[config.mk]
export PLATFORM = sky130hd
export DESIGN_NAME = dcs_cmdq
export DESIGN_NICKNAME = d
export VERILOG_FILES = /design/src/rtl/dcs_pkg.sv /design/src/rtl/dcs_cmdq.sv
export SDC_FILE = /design/constraint.sdc
export NUM_CORES = 1
export LEC_CHECK = 0
export BUFFER_PORTS_ARGS = -buffer_cell sky130_fd_sc_hd__buf_2
export CORE_ASPECT_RATIO = 0.9
export CORE_MARGIN = 8
export CORE_UTILIZATION = 35
export DETAILED_ROUTE_END_ITERATION = 6
export SETUP_SLACK_MARGIN = 0.02
export SLEW_MARGIN = 20
export SYNTH_ARGS = -nofsm -noshare
export SYNTH_HDL_FRONTEND = slang
export SYNTH_SLANG_ARGS = --single-unit
[constraint.sdc]
create_clock -name clk -period 9.4 [get_ports clk]
set_input_delay 0.47 -clock clk [delete_from_list [all_inputs] [get_ports clk]]
set_output_delay 0.47 -clock clk [all_outputs]
set_load 0.03 [all_outputs]
[src/rtl/dcs_pkg.sv]
`timescale 1ns / 1ps
// dcs_pkg: constants, codes and payload types of the disk cost stamper
// used by every module under rtl/, depends on nothing
package dcs_pkg;

  localparam int GRID_SIZE_LOG2   = 8;
  localparam int RADIUS_FRAC_BITS = 4;
  localparam int ADDR_W           = 2 * GRID_SIZE_LOG2;
  localparam int HALF_W           = 8 - RADIUS_FRAC_BITS + 1;
  localparam int OFF_W            = HALF_W + 1;
  localparam int PX_W             = (OFF_W > 9) ? OFF_W + 1 : 10;
  localparam int SQ_W             = 2 * HALF_W;
  localparam int D2_W             = SQ_W + 1 + 2 * RADIUS_FRAC_BITS;

  localparam logic [7:0] STAMP_COST_MAX = 8'd254;

  localparam logic [1:0] REQ_STAMP = 2'd0;
  localparam logic [1:0] REQ_READ  = 2'd1;
  localparam logic [1:0] REQ_WRITE = 2'd2;

  localparam logic [2:0] REG_ENABLED   = 3'd0;
  localparam logic [2:0] REG_TIMEOUT   = 3'd1;
  localparam logic [2:0] REG_WIN_MIN_X = 3'd2;
  localparam logic [2:0] REG_WIN_MIN_Y = 3'd3;
  localparam logic [2:0] REG_WIN_MAX_X = 3'd4;
  localparam logic [2:0] REG_WIN_MAX_Y = 3'd5;

  typedef logic [ADDR_W-1:0]        addr_t;
  typedef logic [HALF_W-1:0]        half_t;
  typedef logic signed [OFF_W-1:0]  off_t;
  typedef logic signed [PX_W-1:0]   pos_t;
  typedef logic [PX_W-2:0]          upos_t;
  typedef logic [SQ_W-1:0]          sq_t;
  typedef logic [D2_W-1:0]          d2_t;

  typedef enum logic [2:0] {
    CMD_NOP,
    CMD_STAMP,
    CMD_SKIP,
    CMD_READ,
    CMD_WRITE
  } cmd_kind_t;

  typedef enum logic [2:0] {
    ST_CLEAR,
    ST_IDLE,
    ST_RWAIT,
    ST_WALK,
    ST_DRAIN,
    ST_DONE
  } back_state_t;

  typedef struct packed {
    logic [1:0]  req_type;
    logic [7:0]  cell_x;
    logic [7:0]  cell_y;
    logic [7:0]  radius_q;
    logic [7:0]  cost_value;
    logic [15:0] age_ms;
  } in_item_t;

  typedef struct packed {
    logic [7:0]  read_cost;
    logic        skipped;
    logic [10:0] cells_raised;
  } out_item_t;

  typedef struct packed {
    cmd_kind_t   kind;
    logic        in_grid;
    logic [7:0]  cell_x;
    logic [7:0]  cell_y;
    half_t       half;
    logic [15:0] r2;
    logic [7:0]  cost;
  } cmd_t;

  typedef struct packed {
    logic [8:0] min_x;
    logic [8:0] min_y;
    logic [8:0] max_x;
    logic [8:0] max_y;
  } win_t;

endpackage

[src/rtl/dcs_cmdq.sv]
`timescale 1ns / 1ps
// dcs_cmdq: two-entry queue of classified requests between front and back
// depends on dcs_pkg
module dcs_cmdq (
  input  logic          clk,
  input  logic          rst_n,
  input  logic          q_push,
  input  dcs_pkg::cmd_t q_wdata,
  output logic          q_full,
  input  logic          q_pop,
  output logic          q_empty,
  output dcs_pkg::cmd_t q_rdata
);

  dcs_pkg::cmd_t ent_r [2];
  logic       wp_r, wp_nxt;
  logic       rp_r, rp_nxt;
  logic [1:0] cnt_r, cnt_nxt;
  logic       do_push, do_pop;

  assign q_full  = (cnt_r == 2'd2);
  assign q_empty = (cnt_r == 2'd0);
  assign q_rdata = ent_r[rp_r];
  assign do_push = q_push && !q_full;
  assign do_pop  = q_pop && !q_empty;

  always_comb begin
    wp_nxt  = do_push ? !wp_r : wp_r;
    rp_nxt  = do_pop ? !rp_r : rp_r;
    cnt_nxt = cnt_r + 2'(do_push) - 2'(do_pop);
  end

  always_ff @(posedge clk) begin
    if (!rst_n) begin
      wp_r  <= 1'b0;
      rp_r  <= 1'b0;
      cnt_r <= 2'd0;
    end else begin
      wp_r  <= wp_nxt;
      rp_r  <= rp_nxt;
      cnt_r <= cnt_nxt;
    end
  end

  always_ff @(posedge clk) begin
    if (do_push) begin
      ent_r[wp_r] <= q_wdata;
    end
  end

endmodule

==> results.md <==
### STA
* Worst-Margin Slew: 0.7350 ns
* Final min period: 2.569 ns
* count of pins over their slew limit: 0
* TNS Setup: 0 ns
* hold violation count in the final report: 0
* setup violators final: 0
* Achievable Freq: 389.3 MHz
* slew margin rel.: 0.5089
* setup repair after global routing missed its margin: false
* Tcrit/Tclk final: 0.2733
* worst setup skew after layout: 0.003888 ns

### Clock tree
* insertion delay to the later sink of the worst-skew pair: 0.34 ns
* number of hold buffers added after CTS: 0
* clock tree sinks: 103
* CTS root buffer: sky130_fd_sc_hd__clkbuf_16
* number of buffers between clock root and the deepest sink: 2
* CTS tree: yes
* H-tree level count: 3
* clock slew at the register clock pins of the worst setup and hold paths: 0.07 ns
* number of setup buffers added after CTS: 0
* CTS resizes: 0
* CTS Buf Count: 9

### Floorplanning
* Die Footprint: 14,500 sq um
* Horiz. Die Dim: 126.1 microns
* total number of placement rows: 36
* io pins: 104
* starting density of the core: 0.3559
* Die H: 115.0 microns
* area inside the core boundary: 10,720 sq um

### GRT
* pin count of the biggest net entering global routing: 26
* vias in the first global route: 2,116
* combined global-route utilization of all metal layers: 0.09811
* initial antenna violation count: 0
* residual overflow from global routing: 0
* first-pass GRT wire length: 10,780 microns

### Logic synthesis
* Netlist Area Pre-Place: 3815 sq um
* Async SR Flop Fraction: 0
* area share of the leading cell type in the synthesized netlist: 0.7714
* Most used DFF post-synth: sky130_fd_sc_hd__edfxtp_1
* number of flops mapped to enable cells by yosys: 98
* leading cell types by count after synthesis: 98 x sky130_fd_sc_hd__edfxtp_1, 39 x sky130_fd_sc_hd__mux2_2, 10 x sky130_fd_sc_hd__mux2_4, 5 x sky130_fd_sc_hd__dfxtp_1, 5 x sky130_fd_sc_hd__nor2_1
* post-synthesis average cell area: 21.31 sq um
* warnings from Yosys: 0
* number of storage elements in the synthesis netlist: 103
* portion of the post-synthesis area used by sequential elements: 0.7976
* largest area contributor in the synthesized netlist: sky130_fd_sc_hd__edfxtp_1
* gate count after technology mapping: 179
* number of distinct library cells after synthesis: 19
* net count of the mapped netlist: 234
* biggest area contributors in the synthesized netlist: sky130_fd_sc_hd__edfxtp_1 77%, sky130_fd_sc_hd__mux2_2 12%, sky130_fd_sc_hd__mux2_4 3.9%, sky130_fd_sc_hd__dfxtp_1 2.6%, sky130_fd_sc_hd__ha_1 0.66%
* most common cell in the netlist: sky130_fd_sc_hd__edfxtp_1

### Placement
* Port Buffers: 103
* dpl cell area: 4481 sq um
* weighted congestion reported at the end of routability-driven placement: 0.7016
* post-detail-place hpwl: 4909 microns

### Route
* DRT iter0 DRCs: 76
* wire per inst: 16.16 microns
* Via-to-Cell Ratio: 4.501
* number of detailed-routing iterations run before antenna repair: 4
* Final Routed Wirelength: 6933 microns
* DRC violations left: 0
* DR vias: 1,931
* count of nets left with antenna violations after detail routing: 0

### Worst setup path
* Required @ worst endpoint: 8.93 ns
* CP endpoint kind: output pin
* top cell family by delay on the critical path: flip-flops
* Buf/Inv on CP: 2
* worst-path maximum fanout: 25
* cell breakdown of the critical path: buf_4 > mux2_2 > buf_2
* category of the critical setup timing path: reg2out
* arrival time reported for the critical path endpoint: 2.10 ns
* Largest stage delay, worst path: 0.72 ns
* Critical Path Slowest Stage Cell: sky130_fd_sc_hd__dfxtp_2
* nature of the critical path startpoint: register

### Pwr
* total power of the final layout: 1.447 mW
* power density relative to cell area: 302.9 nW/um^2
* largest voltage drop on the vdd net: 0.0001427 V
* leakage power: 1.829 nW

### Finish
* area added between synthesis and finish: 25.22%
* final instance area: 4777 sq um
* n_diodes: 0
* number of nets in the layout: 346
* fraction of layout cells with a size suffix above 1: 0.5878

### Run
* MaxCap Viol Count: 0

### Min path
* type of the worst min-delay path: in2reg

### Outcome
* run status: complete, no violations

[cell usage in the layout, fill, tap and decap left out, types with 2 or more instances in the layout]
| cell type | count |
|---|---|
| sky130_fd_sc_hd__and2_1 | 2 |
| sky130_fd_sc_hd__buf_4 | 3 |
| sky130_fd_sc_hd__nand2_1 | 2 |
| sky130_fd_sc_hd__mux2_2 | 39 |
| sky130_fd_sc_hd__inv_6 | 2 |
| sky130_fd_sc_hd__clkinv_2 | 3 |
| sky130_fd_sc_hd__clkbuf_16 | 9 |
| sky130_fd_sc_hd__mux2_4 | 10 |
| sky130_fd_sc_hd__dfxtp_1 | 4 |
| sky130_fd_sc_hd__inv_1 | 3 |
| sky130_fd_sc_hd__nor2_1 | 4 |
| sky130_fd_sc_hd__nand2b_1 | 2 |
| sky130_fd_sc_hd__edfxtp_1 | 98 |
| sky130_fd_sc_hd__buf_2 | 103 |
| sky130_fd_sc_hd__ha_1 | 2 |
[power breakdown]
group / switching, mW / internal [mW]
Clock: 0.157 / 0.207
Sequential: 0.0342 / 0.592
Combinational: 0.290 / 0.166
Total: 0.482 / 0.965
[state kept, by name, indices dropped and copies added (netlist names), named ones only]
| name | count |
|---|---|
| rp_r | 1 |
| ent_r | 98 |
| wp_r | 1 |
| cnt_r | 2 |
[worst reg2reg max path, cell delays in order, from the launching register on]
cell and delay [ns]:
sky130_fd_sc_hd__dfxtp_1 0.36, sky130_fd_sc_hd__nand2b_1 0.15, sky130_fd_sc_hd__nand2_1 0.14, sky130_fd_sc_hd__nor2_4 0.59, sky130_fd_sc_hd__buf_4 0.48
[per-stage QoR]
step / worst slack (ns) / hold WS, ns / cells / utilization
finish: 6.831 / 0.3191 / 429 / 0.4456
floorplan: 6.298 / 0.4549 / 179 / -
global placement: 7.147 / 0.4977 / 413 / 0.4180
global route: 6.666 / 0.3000 / 429 / 0.4456
CTS: 6.759 / 0.2978 / 429 / 0.4456
detailed placement: 7.143 / 0.5061 / 413 / 0.4180
[worst paths after layout]
kind         cells past startpoint   startpoint  slack [ns]      endpoint
max                              3     register        6.83   q_rdata[24]
min                              1  q_wdata[16]        0.32  ent_r[0][16]
max reg2reg                      4     cnt_r[0]        7.33  ent_r[0][39]
min reg2reg                      2         wp_r        0.52          wp_r
[logic make-up after synthesis]
family | count (synthesis) | synth area share
flops | 103 | 0.7976
buf+inv | 8 | 0.01574
simple gates | 13 | 0.01640
compound gates | 1 | 0.001969
xor+xnor | 2 | 0.004593
mux | 50 | 0.1571
fa+ha+maj | 2 | 0.006558
[layout make-up]
| cell class | count | area [sq um] |
|---|---|---|
| Clock buffer | 9 | 225.2 |
| Clock inverter | 7 | 71.32 |
| Fill cell | 975 | 5943 |
| Inverter | 3 | 11.26 |
| Multi-Input combinational cell | 68 | 720.7 |
| Sequential cell | 103 | 3044 |
| Tap cell | 133 | 166.4 |
| Timing Repair Buffer | 106 | 538.0 |
[routing by layer]
metal  vias up  global-route usage  wire (microns)
met1       942              0.1015            2817
met4         0             0.04323              63
met5         -                   0               0
li1        919                   -               -
met2        63              0.1624            3402
met3         7             0.05424             650
(Power assumes the default switching activity.)
