### src/rtl/dcs_pkg.sv
`timescale 1ns / 1ps
// dcs_pkg: constants, codes and payload types of the disk cost stamper
// used by every module under rtl/, depends on nothing
package dcs_pkg;

  localparam int GRID_SIZE_LOG2   = 8;
  localparam int RADIUS_FRAC_BITS = 4;
  localparam int ADDR_W           = 2 * GRID_SIZE_LOG2;
  localparam int HALF_W           = 8 - RADIUS_FRAC_BITS + 1;
  localparam int OFF_W            = HALF_W + 1;
  localparam int PX_W             = (OFF_W > 9) ? OFF_W + 1 : 10;
  localparam int SQ_W             = 2 * HALF_W;
  localparam int D2_W             = SQ_W + 1 + 2 * RADIUS_FRAC_BITS;

  localparam logic [7:0] STAMP_COST_MAX = 8'd254;

  localparam logic [1:0] REQ_STAMP = 2'd0;
  localparam logic [1:0] REQ_READ  = 2'd1;
  localparam logic [1:0] REQ_WRITE = 2'd2;

  localparam logic [2:0] REG_ENABLED   = 3'd0;
  localparam logic [2:0] REG_TIMEOUT   = 3'd1;
  localparam logic [2:0] REG_WIN_MIN_X = 3'd2;
  localparam logic [2:0] REG_WIN_MIN_Y = 3'd3;
  localparam logic [2:0] REG_WIN_MAX_X = 3'd4;
  localparam logic [2:0] REG_WIN_MAX_Y = 3'd5;

  typedef logic [ADDR_W-1:0]        addr_t;
  typedef logic [HALF_W-1:0]        half_t;
  typedef logic signed [OFF_W-1:0]  off_t;
  typedef logic signed [PX_W-1:0]   pos_t;
  typedef logic [PX_W-2:0]          upos_t;
  typedef logic [SQ_W-1:0]          sq_t;
  typedef logic [D2_W-1:0]          d2_t;

  typedef enum logic [2:0] {
    CMD_NOP,
    CMD_STAMP,
    CMD_SKIP,
    CMD_READ,
    CMD_WRITE
  } cmd_kind_t;

  typedef enum logic [2:0] {
    ST_CLEAR,
    ST_IDLE,
    ST_RWAIT,
    ST_WALK,
    ST_DRAIN,
    ST_DONE
  } back_state_t;

  typedef struct packed {
    logic [1:0]  req_type;
    logic [7:0]  cell_x;
    logic [7:0]  cell_y;
    logic [7:0]  radius_q;
    logic [7:0]  cost_value;
    logic [15:0] age_ms;
  } in_item_t;

  typedef struct packed {
    logic [7:0]  read_cost;
    logic        skipped;
    logic [10:0] cells_raised;
  } out_item_t;

  typedef struct packed {
    cmd_kind_t   kind;
    logic        in_grid;
    logic [7:0]  cell_x;
    logic [7:0]  cell_y;
    half_t       half;
    logic [15:0] r2;
    logic [7:0]  cost;
  } cmd_t;

  typedef struct packed {
    logic [8:0] min_x;
    logic [8:0] min_y;
    logic [8:0] max_x;
    logic [8:0] max_y;
  } win_t;

endpackage

### src/rtl/dcs_front.sv
`timescale 1ns / 1ps
// dcs_front: configuration registers and request classification
// depends on dcs_pkg
module dcs_front (
  input  logic             clk,
  input  logic             rst_n,
  input  logic             psel,
  input  logic             penable,
  input  logic             pwrite,
  input  logic [4:0]       paddr,
  input  logic [31:0]      pwdata,
  output logic [31:0]      prdata,
  output logic             pready,
  input  logic             push,
  output logic             full,
  input  dcs_pkg::in_item_t in_data,
  input  logic             q_full,
  input  logic             clearing,
  output logic             q_push,
  output dcs_pkg::cmd_t    q_data,
  output dcs_pkg::win_t    win
);

  logic        enabled_r, enabled_nxt;
  logic [15:0] timeout_r, timeout_nxt;
  dcs_pkg::win_t win_r, win_nxt;
  logic        cfg_we;
  logic [2:0]  reg_idx;
  logic [8:0]  half_sum;

  assign pready  = 1'b1;
  assign reg_idx = paddr[4:2];
  assign cfg_we  = psel && penable && pwrite;

  always_comb begin
    enabled_nxt = enabled_r;
    timeout_nxt = timeout_r;
    win_nxt     = win_r;
    if (cfg_we) begin
      case (reg_idx)
        dcs_pkg::REG_ENABLED:   enabled_nxt     = pwdata[0];
        dcs_pkg::REG_TIMEOUT:   timeout_nxt     = pwdata[15:0];
        dcs_pkg::REG_WIN_MIN_X: win_nxt.min_x   = pwdata[8:0];
        dcs_pkg::REG_WIN_MIN_Y: win_nxt.min_y   = pwdata[8:0];
        dcs_pkg::REG_WIN_MAX_X: win_nxt.max_x   = pwdata[8:0];
        dcs_pkg::REG_WIN_MAX_Y: win_nxt.max_y   = pwdata[8:0];
        default: ;
      endcase
    end
  end

  always_ff @(posedge clk) begin
    if (!rst_n) begin
      enabled_r   <= 1'b1;
      timeout_r   <= 16'd3000;
      win_r.min_x <= 9'd0;
      win_r.min_y <= 9'd0;
      win_r.max_x <= 9'd256;
      win_r.max_y <= 9'd256;
    end else begin
      enabled_r <= enabled_nxt;
      timeout_r <= timeout_nxt;
      win_r     <= win_nxt;
    end
  end

  always_comb begin
    case (reg_idx)
      dcs_pkg::REG_ENABLED:   prdata = {31'd0, enabled_r};
      dcs_pkg::REG_TIMEOUT:   prdata = {16'd0, timeout_r};
      dcs_pkg::REG_WIN_MIN_X: prdata = {23'd0, win_r.min_x};
      dcs_pkg::REG_WIN_MIN_Y: prdata = {23'd0, win_r.min_y};
      dcs_pkg::REG_WIN_MAX_X: prdata = {23'd0, win_r.max_x};
      dcs_pkg::REG_WIN_MAX_Y: prdata = {23'd0, win_r.max_y};
      default:                prdata = 32'd0;
    endcase
  end

  assign win    = win_r;
  assign full   = q_full || clearing;
  assign q_push = push && !full;

  // request classification
  assign half_sum = 9'(in_data.radius_q) + 9'((1 << dcs_pkg::RADIUS_FRAC_BITS) - 1);

  always_comb begin
    q_data.cell_x  = in_data.cell_x;
    q_data.cell_y  = in_data.cell_y;
    q_data.in_grid = ((in_data.cell_x >> dcs_pkg::GRID_SIZE_LOG2) == 8'd0) &&
                     ((in_data.cell_y >> dcs_pkg::GRID_SIZE_LOG2) == 8'd0);
    q_data.half    = dcs_pkg::half_t'(half_sum >> dcs_pkg::RADIUS_FRAC_BITS);
    q_data.r2      = 16'(in_data.radius_q) * 16'(in_data.radius_q);
    q_data.cost    = in_data.cost_value;
    case (in_data.req_type)
      dcs_pkg::REQ_STAMP: begin
        if (!enabled_r || (in_data.age_ms > timeout_r)) begin
          q_data.kind = dcs_pkg::CMD_SKIP;
        end else begin
          q_data.kind = dcs_pkg::CMD_STAMP;
        end
        if (in_data.cost_value > dcs_pkg::STAMP_COST_MAX) begin
          q_data.cost = dcs_pkg::STAMP_COST_MAX;
        end
      end
      dcs_pkg::REQ_READ:  q_data.kind = dcs_pkg::CMD_READ;
      dcs_pkg::REQ_WRITE: q_data.kind = dcs_pkg::CMD_WRITE;
      default:            q_data.kind = dcs_pkg::CMD_NOP;
    endcase
  end

endmodule

### config.mk
export PLATFORM = sky130hd
export DESIGN_NAME = dcs_front
export DESIGN_NICKNAME = d
export VERILOG_FILES = /design/src/rtl/dcs_pkg.sv /design/src/rtl/dcs_front.sv
export SDC_FILE = /design/constraint.sdc
export NUM_CORES = 1
export LEC_CHECK = 0
export ABC_AREA = 1
export BUFFER_PORTS_ARGS = -buffer_cell sky130_fd_sc_hd__buf_2
export CORE_MARGIN = 3
export CORE_UTILIZATION = 42
export CTS_CLUSTER_SIZE = 10
export DETAILED_ROUTE_END_ITERATION = 7
export PLACE_DENSITY = 0.74
export SYNTH_ARGS = -nofsm -noshare
export SYNTH_HDL_FRONTEND = slang
export SYNTH_SLANG_ARGS = --single-unit
export TNS_END_PERCENT = 10
### constraint.sdc
create_clock -name clk -period 5.85 [get_ports clk]
set_input_delay 0.585 -clock clk [delete_from_list [all_inputs] [get_ports clk]]
set_output_delay 0.585 -clock clk [all_outputs]
set_load 0.01 [all_outputs]
==> flow_metrics.py <==
metrics = {
    "drt": {
        "drt_met1_wl_mm": 5.15,
        "post_drt_wl_per_cell_um": 13.1,
        "via_count": 4346,
        "route.met2.wl_mm": 5.64,
        "antenna_left": 0,
        "drt_iter0_drc": 159,
        "avgViaCountPerCell": 4.87,
        "detailedRoute.firstPassIterationCount": 5,
        "detail_route.wirelength_mm": 11.7,
        "detail_route.drc_violations": 0,
        "top_signal_layer_used": "met4",
        "wl_met3_um": 651,
    },
    "yosys": {
        "synth_xor_area_share_pct": 3.37,
        "synth.yosys.warnings": 0,
        "syn-cell-area_mm2": 0.00468,
        "async_flop_share_pct": 0,
        "yosys_most_used_dff": "sky130_fd_sc_hd__dfxtp_1",
        "yosys.area.top_type": "sky130_fd_sc_hd__dfxtp_1",
        "seq_area_frac_synth_pct": 22.7,
        "yosys.area_share.adder_pct": 22.5,
        "syn-mean-instance-area_um2": 7.20,
        "synth-edff-count": 0,
        "synth_compound_gate_area_share_pct": 13.8,
        "synthDominantCellAreaShare_pct": 22.7,
        "synth.mux.area_fraction_pct": 0,
        "synth-simple-area-share_pct": 20.9,
        "cell_types_occupying_the_most_area_after_synthesis": "sky130_fd_sc_hd__dfxtp_1 23%, sky130_fd_sc_hd__ha_1 12%, sky130_fd_sc_hd__fa_1 11%",
        "synth_cells": 650,
        "largest_family_of_logic_cells_by_synthesized_area": "adder cells",
        "postSynthRegisterBits": 53,
        "commonest_cells_post_synth": "102 x sky130_fd_sc_hd__nand2_1, 102 x sky130_fd_sc_hd__nor2_1, 94 x sky130_fd_sc_hd__inv_1",
        "yosysUniqueCellTypes": 40,
    },
    "status": {
        "run_status": "complete, no violations",
    },
    "layout": {
        "diodes": 0,
        "area_growth_pct": 14.2,
        "fillCellCount": 1081,
        "layout_cells_sized_above_1_pct": 22.7,
        "layout.nets": 921,
        "filler_free_cell_count_of_the_finished_design": 893,
    },
    "place": {
        "place.port_buffers": 145,
        "dpl.cell_count": 886,
        "routabilityCongestion": 0.884,
        "post-dp-hpwl_mm": 9.58,
    },
    "setup_path": {
        "critPathCaptureType": "output port",
        "path_max_fanout": 11,
        "r2r_end": "timeout_r[0]",
        "crit_path_cell_trace": "buf_2 > nand2_1 > fa_1 > inv_1 > fa_1 > fa_1 > inv_1 > fa_1 > inv_1 > ha_1 > nand2_1 > o21ai_0 > a21oi_1 > o21bai_1 > xor2_1 > buf_2",
        "crit_family": "adder cells",
        "cp_data_required_time_ns": 5.27,
        "timing.critical_path.buf_inv": 5,
        "crit_path_start_kind": "input pin",
        "max_stage_delay_ns": 0.54,
        "slowest_stage": "sky130_fd_sc_hd__fa_1",
        "path_class": "input pin to output port",
        "crit-reg2reg-launch": "timeout_r[0]",
        "worstRegToRegCells": 2,
        "timing.critical_path.mode_cell": "sky130_fd_sc_hd__fa_1",
        "rrSetupSlack_ns": 5.18,
        "worst_ep_arrival_time_ns": 4.42,
    },
    "grt": {
        "grt.total_usage_pct": 18.4,
        "grt_pass1_wl_mm": 19.0,
        "maximum_number_of_pins_on_one_net_before_global_route_repair": 54,
        "grt-ovfl-total": 0,
        "antenna_violations_before_repair": 0,
        "first_global_vias": 4116,
    },
    "clock_tree": {
        "numClockSinks": 53,
        "cts.repair_timing.setup_buffer_count": 0,
        "cts_made_buffers": 5,
        "holdBufCountCts": 0,
        "post_cts_resized": 0,
        "clk_path_buf_depth": 2,
        "cts-htree-levels": 2,
        "clk_root_buffer_cell": "sky130_fd_sc_hd__clkbuf_8",
        "clk-insertion-delay-late_ns": 0.30,
        "cts.clk_slew.worst_paths_ns": 0.09,
        "tritoncts": "done",
    },
    "sta": {
        "max_freq_mhz": 200,
        "final_hold_viol_count": 0,
        "slew-limit-headroom_pct": 44.6,
        "unrepaired_setup_endpoints_after_global_routing": "false",
        "final_critical_path_time_including_i_o_delays_and_setup_ns": 5.01,
        "post-route-period-util_pct": 85.6,
        "worst_pin_slew_ns": 0.830,
        "fin_hold_ws_ns": 0.491,
        "clock_skew_ns": 0,
        "setup_viol_count_final": 0,
        "drv_slew": 0,
        "setup_tns_ns": 0,
    },
    "floorplan": {
        "rows": 37,
        "dieWidth_um": 112,
        "dieArea_mm2": 0.0124,
        "die_h_um": 112,
        "design.portCount": 215,
        "start_util_pct": 44.3,
        "fp.coreArea_mm2": 0.0106,
    },
    "min_path": {
        "hold_path_origin": "timeout_r[10]",
        "hold_path_depth": 2,
        "worstHoldPathType": "register to register",
        "min_delay_worst_endpoint": "timeout_r[10]",
    },
    "pwr": {
        "vdd_drop_max_v": 0.000156,
        "power_density_mw_per_mm2": 228,
        "power.static_leakage_nw": 3.04,
    },
    "flow_run": {
        "drv_cap": 0,
    },
}
cell usage in the layout, fill, tap and decap left out, types with 2 or more instances in the layout:
| cell | instances |
|---|---|
| sky130_fd_sc_hd__o21bai_1 | 2 |
| sky130_fd_sc_hd__o2111ai_1 | 10 |
| sky130_fd_sc_hd__buf_2 | 145 |
| sky130_fd_sc_hd__nand2_1 | 102 |
| sky130_fd_sc_hd__clkbuf_8 | 6 |
| sky130_fd_sc_hd__nor3_4 | 3 |
| sky130_fd_sc_hd__a21oi_1 | 29 |
| sky130_fd_sc_hd__nor2_1 | 102 |
| sky130_fd_sc_hd__xor2_1 | 13 |
| sky130_fd_sc_hd__o21ai_1 | 4 |
| sky130_fd_sc_hd__nand3_1 | 15 |
| sky130_fd_sc_hd__nor3_1 | 2 |
| sky130_fd_sc_hd__a22oi_1 | 8 |
| sky130_fd_sc_hd__nor2_2 | 2 |
| sky130_fd_sc_hd__ha_1 | 44 |
| sky130_fd_sc_hd__o211ai_1 | 7 |
| sky130_fd_sc_hd__nand4_1 | 2 |
| sky130_fd_sc_hd__fa_1 | 25 |
| sky130_fd_sc_hd__dfxtp_1 | 53 |
| sky130_fd_sc_hd__conb_1 | 19 |
| sky130_fd_sc_hd__o21ai_0 | 43 |
| sky130_fd_sc_hd__inv_2 | 7 |
| sky130_fd_sc_hd__xnor2_1 | 5 |
| sky130_fd_sc_hd__inv_1 | 94 |
layout make-up:
type                            instances  area, um^2  share of cell area, %
Multi-Input combinational cell        448        2900                   54.3
Sequential cell                        53        1060                   19.9
Timing Repair Buffer                  145         726                   13.6
Inverter                              104         397                   7.42
Tap cell                              136         170                   3.18
Clock buffer                            7        86.3                   1.62
tightest hold or removal path: cells and delay by family, from the launching register on:
kind | cells | cell delay [ns]
DFF | 1 | 0.31
AOI/OAI and AO/OA | 1 | 0.06
buffers and inverters | 1 | 0.08
cell families (layout without fill, tap and decap cells):
logic type | Yosys count | after routing
fa+ha+maj | 69 | 69
other cells | 2 | 19
compound gates | 109 | 109
buf+inv | 166 | 256
xor+xnor | 18 | 18
flops | 53 | 53
simple gates | 233 | 233
routing by layer:
metal / up-vias / GRT usage (%)
met5: - / 0
met4: 0 / 5.35
met3: 20 / 3.10
met2: 125 / 31.9
met1: 1987 / 23.5
li1: 2214 / -
registers in the layout (all words and copies together), names as in the netlist:
signal and cells:
timeout_r 16, win 36, enabled_r 1
power by group:
| group | internal, W | switching [W] | leakage [nW] |
|---|---|---|---|
| clock network | 0.0000942 | 0.000115 | 0.0443 |
| registers | 0.000365 | 0.00000290 | 0.428 |
| logic | 0.000260 | 0.000380 | 2.56 |
stage by stage:
stage	utilization, %	area, um^2	power (W)	setup slack, ns
6_report	50.6	5340	0.00122	0.842
5_1_grt	50.6	5340	0.00132	0.524
4_1_cts	50.6	5340	0.00123	0.785
3_5_place_dp	49.8	5260	0.00102	0.797
3_3_place_gp	49.8	5260	0.00102	0.847
2_1_floorplan	-	4740	0.000843	1.00
worst max-delay path by stage:
stage / start / endpoint / depth (start not counted)
after floorplan: in_data[31] / q_data[20] / 15
after global placement: in_data[28] / q_data[21] / 16
after detailed placement: in_data[28] / q_data[21] / 16
after CTS: in_data[28] / q_data[21] / 16
after global routing: in_data[28] / q_data[20] / 16
final: in_data[28] / q_data[21] / 16
No activity file was read; power rests on OpenSTA's default activity.
